`config.mk`:
```
export PLATFORM = sky130hd
export DESIGN_NAME = register_usage_table
export DESIGN_NICKNAME = d
export VERILOG_FILES = /design/src/rut_pkg.sv /design/src/register_usage_table.sv
export SDC_FILE = /design/constraint.sdc
export NUM_CORES = 1
export LEC_CHECK = 0
export ABC_AREA = 1
export ABC_CLOCK_PERIOD_IN_PS = 4390
export BUFFER_PORTS_ARGS = -buffer_cell sky130_fd_sc_hd__buf_2
export CAP_MARGIN = 20
export CORE_ASPECT_RATIO = 0.9
export CORE_MARGIN = 1
export CORE_UTILIZATION = 43
export DETAILED_ROUTE_END_ITERATION = 12
export PLACE_DENSITY = 0.71
export SKIP_CTS_REPAIR_TIMING = 1
export SLEW_MARGIN = 40
export SYNTH_ARGS = -nofsm -noshare
export SYNTH_HDL_FRONTEND = slang
export SYNTH_SLANG_ARGS = --single-unit
```
`constraint.sdc`:
```
create_clock -name clk -period 4.39 [get_ports clk]
set_clock_uncertainty 0.2 [all_clocks]
set_input_delay 0.878 -clock clk [delete_from_list [all_inputs] [get_ports clk]]
set_output_delay 0.878 -clock clk [all_outputs]
set_load 0.01 [all_outputs]
```
`src/rut_pkg.sv`:
```
// Package of the register usage table: codes, entry type, defaults and a mode helper.
`default_nettype none

package rut_pkg;

  localparam int DEPTH_DEF = 16;

  localparam logic [1:0] KIND_ADD   = 2'd0;
  localparam logic [1:0] KIND_CLEAR = 2'd1;
  localparam logic [1:0] KIND_READ  = 2'd2;

  localparam logic [1:0] MODE_READ   = 2'd0;
  localparam logic [1:0] MODE_WRITE  = 2'd1;
  localparam logic [1:0] MODE_MODIFY = 2'd2;

  typedef struct packed {
    logic [31:0] key;
    logic [1:0]  mode;
  } entry_t;

  // Take the unused mode code as modify.
  function automatic logic [1:0] norm_mode(input logic [1:0] m);
    norm_mode = (m > MODE_MODIFY) ? MODE_MODIFY : m;
  endfunction

endpackage

`default_nettype wire

```
`src/register_usage_table.sv`:
```
// Register usage table: associative key/mode store with a sequential key scan.
//
//  channel   handshake               payload
//  command   start, busy (out)       kind, reg_key, access_mode, read_index
//  result    done (one-cycle strobe) entry_index, entry_key, entry_mode,
//                                    was_inserted, table_full, entry_valid,
//                                    entry_count
//
// Clear and unknown kinds and a read beyond the count finish straight from
// idle; a read inside the count waits for one memory read. An add scans the
// stored keys from position 0 and ends at the first match or after the last
// entry: the single read port of the entry memory delivers one key per
// cycle, so a miss on a full table reads all DEPTH keys. An add to an empty
// table writes at once, with no scan.
// Reset (rst, synchronous) empties the table by zeroing the count; the entry
// memory itself is not cleared. The result receiver cannot stall: each
// result is shown for exactly one cycle, and the next command may be taken
// in that same cycle.
`default_nettype none

module register_usage_table #(
  parameter int DEPTH = rut_pkg::DEPTH_DEF
) (
  input  wire logic        clk,
  input  wire logic        rst,
  input  wire logic        start,
  output logic             busy,
  input  wire logic [1:0]  kind,
  input  wire logic [31:0] reg_key,
  input  wire logic [1:0]  access_mode,
  input  wire logic [3:0]  read_index,
  output logic             done,
  output logic [3:0]       entry_index,
  output logic [31:0]      entry_key,
  output logic [1:0]       entry_mode,
  output logic             was_inserted,
  output logic             table_full,
  output logic             entry_valid,
  output logic [4:0]       entry_count
);

  // Index and count widths; compares against read_index use the wider of two.
  localparam int IW   = $clog2(DEPTH);
  localparam int CW   = $clog2(DEPTH + 1);
  localparam int CMPW = (CW > 4) ? CW : 4;

  typedef enum logic [2:0] {
    ST_IDLE = 3'b001,
    ST_SCAN = 3'b010,
    ST_READ = 3'b100
  } state_t;

  state_t state, state_next;

  logic [CW-1:0] count, count_next;
  logic [IW-1:0] scan_idx, scan_idx_next;
  logic [31:0]   key_q;
  logic [1:0]    mode_q;

  // Entry memory: one write and one registered read per cycle.
  rut_pkg::entry_t mem [DEPTH];
  rut_pkg::entry_t rd_data;
  logic [IW-1:0]   rd_addr;
  logic            we;
  logic [IW-1:0]   wa;
  rut_pkg::entry_t wd;

  // Result to load into the output register.
  logic          emit;
  logic [IW-1:0] r_idx;
  logic [31:0]   r_key;
  logic [1:0]    r_mode;
  logic          r_ins, r_full, r_valid, r_idx_zero;

  logic [1:0]    in_mode;
  logic          last_entry;

  assign in_mode    = rut_pkg::norm_mode(access_mode);
  assign last_entry = (CW'(scan_idx) + CW'(1)) >= count;
  assign busy       = (state != ST_IDLE);

  always_comb begin
    state_next    = state;
    count_next    = count;
    scan_idx_next = scan_idx;
    rd_addr       = '0;
    we            = 1'b0;
    wa            = '0;
    wd            = '{key: key_q, mode: mode_q};
    emit          = 1'b0;
    r_idx         = '0;
    r_idx_zero    = 1'b0;
    r_key         = '0;
    r_mode        = '0;
    r_ins         = 1'b0;
    r_full        = 1'b0;
    r_valid       = 1'b0;

    case (state)
      ST_IDLE: begin
        // Issue the read for the command in the same cycle it is taken.
        rd_addr = (kind == rut_pkg::KIND_READ) ? IW'(read_index) : '0;
        if (start) begin
          case (kind)
            rut_pkg::KIND_ADD: begin
              if (count == '0) begin
                // Empty table: append straight away.
                we         = 1'b1;
                wa         = '0;
                wd         = '{key: reg_key, mode: in_mode};
                count_next = CW'(1);
                emit       = 1'b1;
                r_key      = reg_key;
                r_mode     = in_mode;
                r_ins      = 1'b1;
              end else begin
                scan_idx_next = '0;
                state_next    = ST_SCAN;
              end
            end
            rut_pkg::KIND_CLEAR: begin
              count_next = '0;
              emit       = 1'b1;
              r_idx_zero = 1'b1;
            end
            rut_pkg::KIND_READ: begin
              if (CMPW'(read_index) < CMPW'(count)) begin
                scan_idx_next = IW'(read_index);
                state_next    = ST_READ;
              end else begin
                emit = 1'b1;
              end
            end
            default: begin
              emit = 1'b1;
            end
          endcase
        end
      end

      ST_SCAN: begin
        rd_addr = scan_idx + IW'(1);
        if (rd_data.key == key_q) begin
          // Hit: merge a differing mode to modify.
          emit       = 1'b1;
          r_idx      = scan_idx;
          r_key      = rd_data.key;
          r_mode     = rd_data.mode;
          state_next = ST_IDLE;
          if (rd_data.mode != mode_q) begin
            we     = 1'b1;
            wa     = scan_idx;
            wd     = '{key: rd_data.key, mode: rut_pkg::MODE_MODIFY};
            r_mode = rut_pkg::MODE_MODIFY;
          end
        end else if (!last_entry) begin
          scan_idx_next = scan_idx + IW'(1);
        end else begin
          emit       = 1'b1;
          r_key      = key_q;
          r_mode     = mode_q;
          state_next = ST_IDLE;
          if (count == CW'(DEPTH)) begin
            r_full = 1'b1;
          end else begin
            we         = 1'b1;
            wa         = IW'(count);
            count_next = count + CW'(1);
            r_idx      = IW'(count);
            r_ins      = 1'b1;
          end
        end
      end

      ST_READ: begin
        emit       = 1'b1;
        r_idx      = scan_idx;
        r_key      = rd_data.key;
        r_mode     = rd_data.mode;
        r_valid    = 1'b1;
        state_next = ST_IDLE;
      end

      default: begin
        state_next = ST_IDLE;
      end
    endcase
  end

  always_ff @(posedge clk) begin
    if (we) begin
      mem[wa] <= wd;
    end
    rd_data <= mem[rd_addr];
  end

  always_ff @(posedge clk) begin
    if (rst) begin
      state <= ST_IDLE;
      count <= '0;
      done  <= 1'b0;
    end else begin
      state <= state_next;
      count <= count_next;
      done  <= emit;
    end
  end

  // Hold the command fields and scan position; load the result on emit.
  always_ff @(posedge clk) begin
    scan_idx <= scan_idx_next;
    if (start && !busy) begin
      key_q  <= reg_key;
      mode_q <= in_mode;
    end
    if (emit) begin
      entry_index  <= r_idx_zero ? 4'd0 : 4'(r_idx);
      entry_key    <= r_key;
      entry_mode   <= r_mode;
      was_inserted <= r_ins;
      table_full   <= r_full;
      entry_valid  <= r_valid;
      entry_count  <= 5'(count_next);
    end
  end

endmodule

`default_nettype wire

```
# Word-level counts from Yosys, hierarchy flattened

Memories as Yosys holds them, arrays and structs flattened. A register that Yosys moved wholly into a read port is not among the register bits.
Index checks and enable logic that the tools add are counted.

Add/subtract/negate cells: 3
Magnitude comparators: 3
Equal/unequal tests: 16
Muxes and demuxes: 73
Bitwise logic cells: 2
Reduce and logical (&&, ||, !) cells: 8

Operator list:

| kind                  | count |
|---|---|
| $mux W34              | 5 |
| $mux W32              | 5 |
| $pmux W32 S3          | 1 |
| $pmux W34 S2          | 1 |
| $mux W4               | 12 |
| $eq A32 B32 Y1        | 1 |
| $pmux W4 S2           | 4 |
| $mux W5               | 5 |
| $pmux W5 S2           | 2 |
| $mux W1               | 19 |
| $mux W3               | 5 |
| $mux W2               | 7 |
| $pmux W3 S2           | 2 |
| $ne A3 B3 Y1 const B  | 3 |
| $reduce_and A7 Y1     | 1 |
| $ne A2 B2 Y1 const B  | 3 |
| $pmux W1 S2           | 3 |
| $pmux W2 S3           | 1 |
| $add A4 B1 Y5 const B | 1 |
| $add A5 B1 Y5 const B | 1 |
| $eq A5 B5 Y1 const B  | 1 |
| $ge A5 B5 Y1          | 1 |
| $logic_not A5 Y1      | 1 |
| $lt A4 B5 Y1          | 1 |
| 18 further kinds      | 19 |

Flip-flop bits (word level): 93
Bits in writable memories: 544
Input bits: 43
Output and inout port bits: 48
Logic and storage cells: 119
Memories kept: 1

Memories:

| memory | depth | width | read ports | clocked after Yosys merged registers in | write ports | RTL line                   | text |
|---|---|---|---|---|---|---|---|
| mem    | 16    | 34    | 1          | 1                                       | 1           | register_usage_table.sv:61 | `rut_pkg::entry_t mem [DEPTH];` |

# Longest topological paths before layout

Depth in word-level cells: 7
Mapped depth: 14

# Least setup slack after synthesis

OpenSTA, ideal clock, no wires.

Kind: input port to flip-flop
Start: input start
End: register entry_count[0], enable pin
Setup time: 412 ps
Data arrival time: 3785 ps
Required time: 3778 ps
Path slack: -7 ps
Stages: 4
Buffers on the path: 0
Path through: inv_1 nor2_1 nand2_1 nand3_1

Longest elaborated chain between the ends: 2

RTL lines:

| what                 | RTL line                    | text |
|---|---|---|
| from (decl)          | register_usage_table.sv:26  | `input wire logic start,` |
| $mux W1              | register_usage_table.sv:103 | `if (start) begin` |
| $pmux W1 S3          | register_usage_table.sv:99  | `case (state)` |
| net emit             | register_usage_table.sv:69  | `logic emit;` |
| to (signal assigned) | register_usage_table.sv:223 | `entry_count <= 5'(count_next);` |
| to (decl)            | register_usage_table.sv:39  | `output logic [4:0] entry_count` |

The timed path passes the listed nets, and every way through them passes these cells.
A chain may end at the register's enable or synchronous reset.

# Worst setup path after layout

Start: register scan_idx[0]
End: memory mem[0][10] (netlist name), enable pin

Longest elaborated chain between the ends: 7
Elaborated cells between the ends (all ways): 11
Those cells by class: add/sub: 1; order compare: 1; mux: 9

RTL lines:

| what                          | RTL line                    | text |
|---|---|---|
| from (decl)                   | register_usage_table.sv:56  | `logic [IW-1:0] scan_idx, scan_idx_next;` |
| from (signal assigned)        | register_usage_table.sv:211 | `scan_idx <= scan_idx_next;` |
| $add A4 B1 Y5                 | register_usage_table.sv:79  | `assign last_entry = (CW'(scan_idx) + CW'(1)) >= count;` |
| $ge A5 B5 Y1                  | register_usage_table.sv:79  |  |
| $mux W1                       | register_usage_table.sv:156 | `end else if (!last_entry) begin` |
| $mux W1                       | register_usage_table.sv:143 | `if (rd_data.key == key_q) begin` |
| $pmux W1 S2                   | register_usage_table.sv:99  |  |
| $mux W1                       | register_usage_table.sv:191 | `if (we) begin` |
| $mux W1 (implied by the code) | register_usage_table.sv:192 | `mem[wa] <= wd;` |
| to (decl)                     | register_usage_table.sv:61  |  |

Several ways; a longest one is shown, not always the timed one.

==> insert_results.sql <==
INSERT INTO impl_metrics (metric_group, metric, value, unit) VALUES
('run_status', 'outcome', 'completed', ''),
('worst_setup_path', 'critical-path-max-stage-delay', '0.46', 'ns'),
('worst_setup_path', 'timing.reg2reg.worst_path_depth', '13', ''),
('place', 'place_worst_setup_slack', '0.564', 'ns'),
('synthesis', 'number_of_flops_mapped_to_enable_cells_by_yosys', '628', ''),
('finish', 'layout.core_utilization', '49.9', '%'),
('sta', 'setup_repair_after_global_routing_missed_its_margin', 'false', ''),
('synthesis', 'netlist_area', '0.0285', 'mm^2'),
('power', 'worst_ir_drop_vdd', '0.000436', 'V'),
('floorplan', 'dieArea', '0.0673', 'mm^2'),
('power', 'p_leak', '0.0122', 'uW'),
('route', 'drt-total-wl', '72500', 'um'),
('worst_setup_path', 'path_max_fanout', '17', ''),
('global_routing', 'grt_antenna_before_repair', '4', ''),
('route', 'drt-wirelength-per-cell', '20.5', 'um'),
('sta', 'final_min_period_over_clock_period', '88.5', '%'),
('global_routing', 'use_met3', '3.57', '%'),
('route', 'dr.pass1.iters', '6', ''),
('worst_setup_path', 'worst_setup_path_end_kind', 'flip-flop', ''),
('finish', 'filler_cells_inserted', '5565', ''),
('finish', 'syn_to_final_growth', '14.8', '%'),
('global_routing', 'grt_util_met2', '34.5', '%'),
('global_routing', 'grt.busiest_layer', 'met2', ''),
('synthesis', 'synth_compound_area_share', '11.3', '%'),
('global_routing', 'largest_net_degree_at_the_start_of_global_routing', '157', ''),
('worst_hold_path', 'hold_path.class', 'in2reg', ''),
('synthesis', 'synth_simple_gate_area_share', '11.4', '%'),
('sta', 'maxClockFrequency', '257', 'MHz'),
('place', 'finalWeightedCongestion', '0.953', ''),
('worst_setup_path', 'cp_slowest_cell', 'edfxtp_1', ''),
('worst_setup_path', 'cp_cell_sequence', 'ha_1, xor2_1, ha_1, a21oi_1, o21bai_1, nor2_1, inv_1, nand3_1, nand2_1, nand3_1, nand2_1, nor2_4, buf_4', ''),
('global_routing', 'grt_use_total', '21.7', '%'),
('route', 'post_drt_via_cell_ratio', '5.43', ''),
('floorplan', 'top_level_ports', '91', ''),
('route', 'ant_nets', '0', ''),
('sta', 'timing.final.crit_period', '3.88', 'ns'),
('synthesis', 'post_synth_xor_area_fraction', '0.307', '%'),
('run', 'max_cap_violations', '0', ''),
('global_routing', 'groute.layer.met1.usage', '31.2', '%'),
('floorplan', 'dieWidth', '273', 'um'),
('floorplan', 'initial_utilization', '43.4', '%'),
('clocking', 'cts.htree.levels', '3', ''),
('synthesis', 'synthesis.yosys.warnings', '0', ''),
('sta', 'final_critical_path_setup_slack', '0.506', 'ns'),
('synthesis', 'yosysUniqueCellTypes', '34', ''),
('synthesis', 'synth_async_sr_flop_share', '0', '%'),
('power', 'power-per-cell-area', '591', 'mW/mm^2'),
('finish', 'postLayoutCellArea', '0.0327', 'mm^2'),
('global_routing', 'grt_pass1_wl', '110000', 'um'),
('synthesis', 'muxShareOfSynthArea', '0', '%'),
('synthesis', 'synth.yosys.seq_area_share', '69.2', '%'),
('worst_setup_path', 'worst_ep_required_time', '4.44', 'ns'),
('sta', 'worstMarginPinSlew', '0.788', 'ns'),
('floorplan', 'floorplan.rows', '89', ''),
('synthesis', 'synthCells', '2523', ''),
('finish', 'finalNetCount', '2682', ''),
('worst_setup_path', 'worstPathArrival', '3.94', 'ns'),
('synthesis', 'synth_seq_cells', '671', ''),
('clocking', 'cts_max_path_buffers', '3', ''),
('place', 'placed_area', '0.0304', 'mm^2'),
('clocking', 'numCtsBuffers', '69', ''),
('sta', 'setup_tns', '0', 'ns'),
('sta', 'max-slew-margin-rel', '47.4', '%'),
('place', 'dp_hpwl', '45200', 'um'),
('finish', 'drive_gt1_share', '11.5', '%'),
('global_routing', 'global_route.overflow_total', '0', ''),
('worst_hold_path', 'min_delay_path_depth', '1', ''),
('floorplan', 'core_area', '0.0656', 'mm^2'),
('clocking', 'worst_setup_hold_path_clk_slew', '0.06', 'ns'),
('worst_setup_path', 'timing.critical_path.from_type', 'flip-flop', ''),
('synthesis', 'largest_family_of_logic_cells_by_synthesized_area', 'simple AND/OR/NAND/NOR gates', '');
per-stage QoR:
step           power, uW  cells  hold WS [ns]
2_1_floorplan      11500   2523         0.280
3_3_place_gp       13300   3418         0.299
3_5_place_dp       13500   3419         0.307
4_1_cts            19300   3541         0.252
5_1_grt            20100   3542         0.263
6_report           19300   3542         0.275
flip-flops by register name, summed over array words and instances (netlist names), 4 cells and up:
signal       count
mem            544
rd_data         34
entry_key       32
key_q           32
count            5
entry_count      5
entry_index      4
scan_idx         4
placed cells by master, fill, tap and decap left out, types with 12 or more instances in the layout:
cell type | Yosys | final
buf_4 | 10 | 52
buf_2 | 61 | 90
nand2_1 | 447 | 446
o211ai_1 | 169 | 169
nor2_4 | 0 | 17
buf_12 | 0 | 21
ha_1 | 12 | 12
inv_1 | 378 | 378
a21oi_1 | 165 | 165
o21ai_0 | 182 | 177
clkinv_2 | 0 | 17
clkbuf_16 | 0 | 71
nand3_1 | 254 | 253
edfxtp_1 | 628 | 628
nor2_1 | 54 | 37
dfxtp_1 | 43 | 43
worst paths after layout:
kind | slack, ns | startpoint | end
worst min-delay path | 0.28 | reg_key[5] | key_q[5]
worst max-delay path | 0.51 | scan_idx[0] | mem[0][10]
worst max register to register | 0.51 | scan_idx[0] | mem[0][10]
worst min register to register | 0.31 | count[4] | count[4]
synthesized netlist by cell type (2+ instances only):
cell / n / area, um^2
edfxtp_1: 628 / 18900
buf_1: 10 / 37.5
nor2_1: 54 / 203
or2_2: 2 / 12.5
xor2_1: 3 / 26.3
a21boi_0: 3 / 22.5
inv_1: 378 / 1420
o21ai_0: 182 / 911
buf_6: 3 / 33.8
clkbuf_1: 48 / 180
xnor2_1: 7 / 61.3
nand4_1: 8 / 50.1
ha_1: 12 / 150
nand2_1: 447 / 1680
a21oi_1: 165 / 826
nand3_1: 254 / 1270
o21a_1: 10 / 75.1
buf_4: 10 / 75.1
dfxtp_1: 43 / 861
inv_2: 2 / 7.51
nor3_1: 2 / 10.0
o21ai_1: 9 / 45.0
o21ai_2: 3 / 26.3
o22a_1: 2 / 17.5
buf_2: 61 / 305
o211ai_1: 169 / 1270
critical path, delay by kind of cell, from the launching register on:
family                     cells  cell delay, ns
AOI/OAI and AO/OA              2            0.23
xor gates and xnor gates       1            0.19
adders and majority gates      2            0.53
buffers and inverters          2            0.62
DFF                            1            0.46
and+or+nand+nor                6            1.25
area by class of cell:
type / count / area (um^2) / area share [%]
multi-input combinational: 1338 / 6890 / 21.1
clock buffer: 91 / 1950 / 5.97
timing repair buffer: 165 / 1290 / 3.95
tap: 864 / 1080 / 3.31
inverter: 382 / 1440 / 4.39
clock inverter: 31 / 335 / 1.03
sequential: 671 / 19700 / 60.3
where the power goes:
group / switching [uW] / leakage (uW) / internal, uW
logic: 3380 / 0.00500 / 1160
clock network: 2380 / 0.00114 / 3540
registers: 392 / 0.00609 / 8470
kinds of logic after synthesis:
kind of cell,Yosys count
flip-flops,671
AND/OR/NAND/NOR,770
XOR/XNOR,10
AO/OA/AOI/OAI,546
adder cells (fa/ha/maj),12
buffers and inverters,514
per-layer routing:
layer | wire (um) | vias up
met3 | 6230 | 112
met2 | 33100 | 808
li1 | - | 9034
met1 | 31700 | 9290
met5 | 0 | -
met4 | 1460 | 0
No activity file was read; power rests on OpenSTA's default activity.
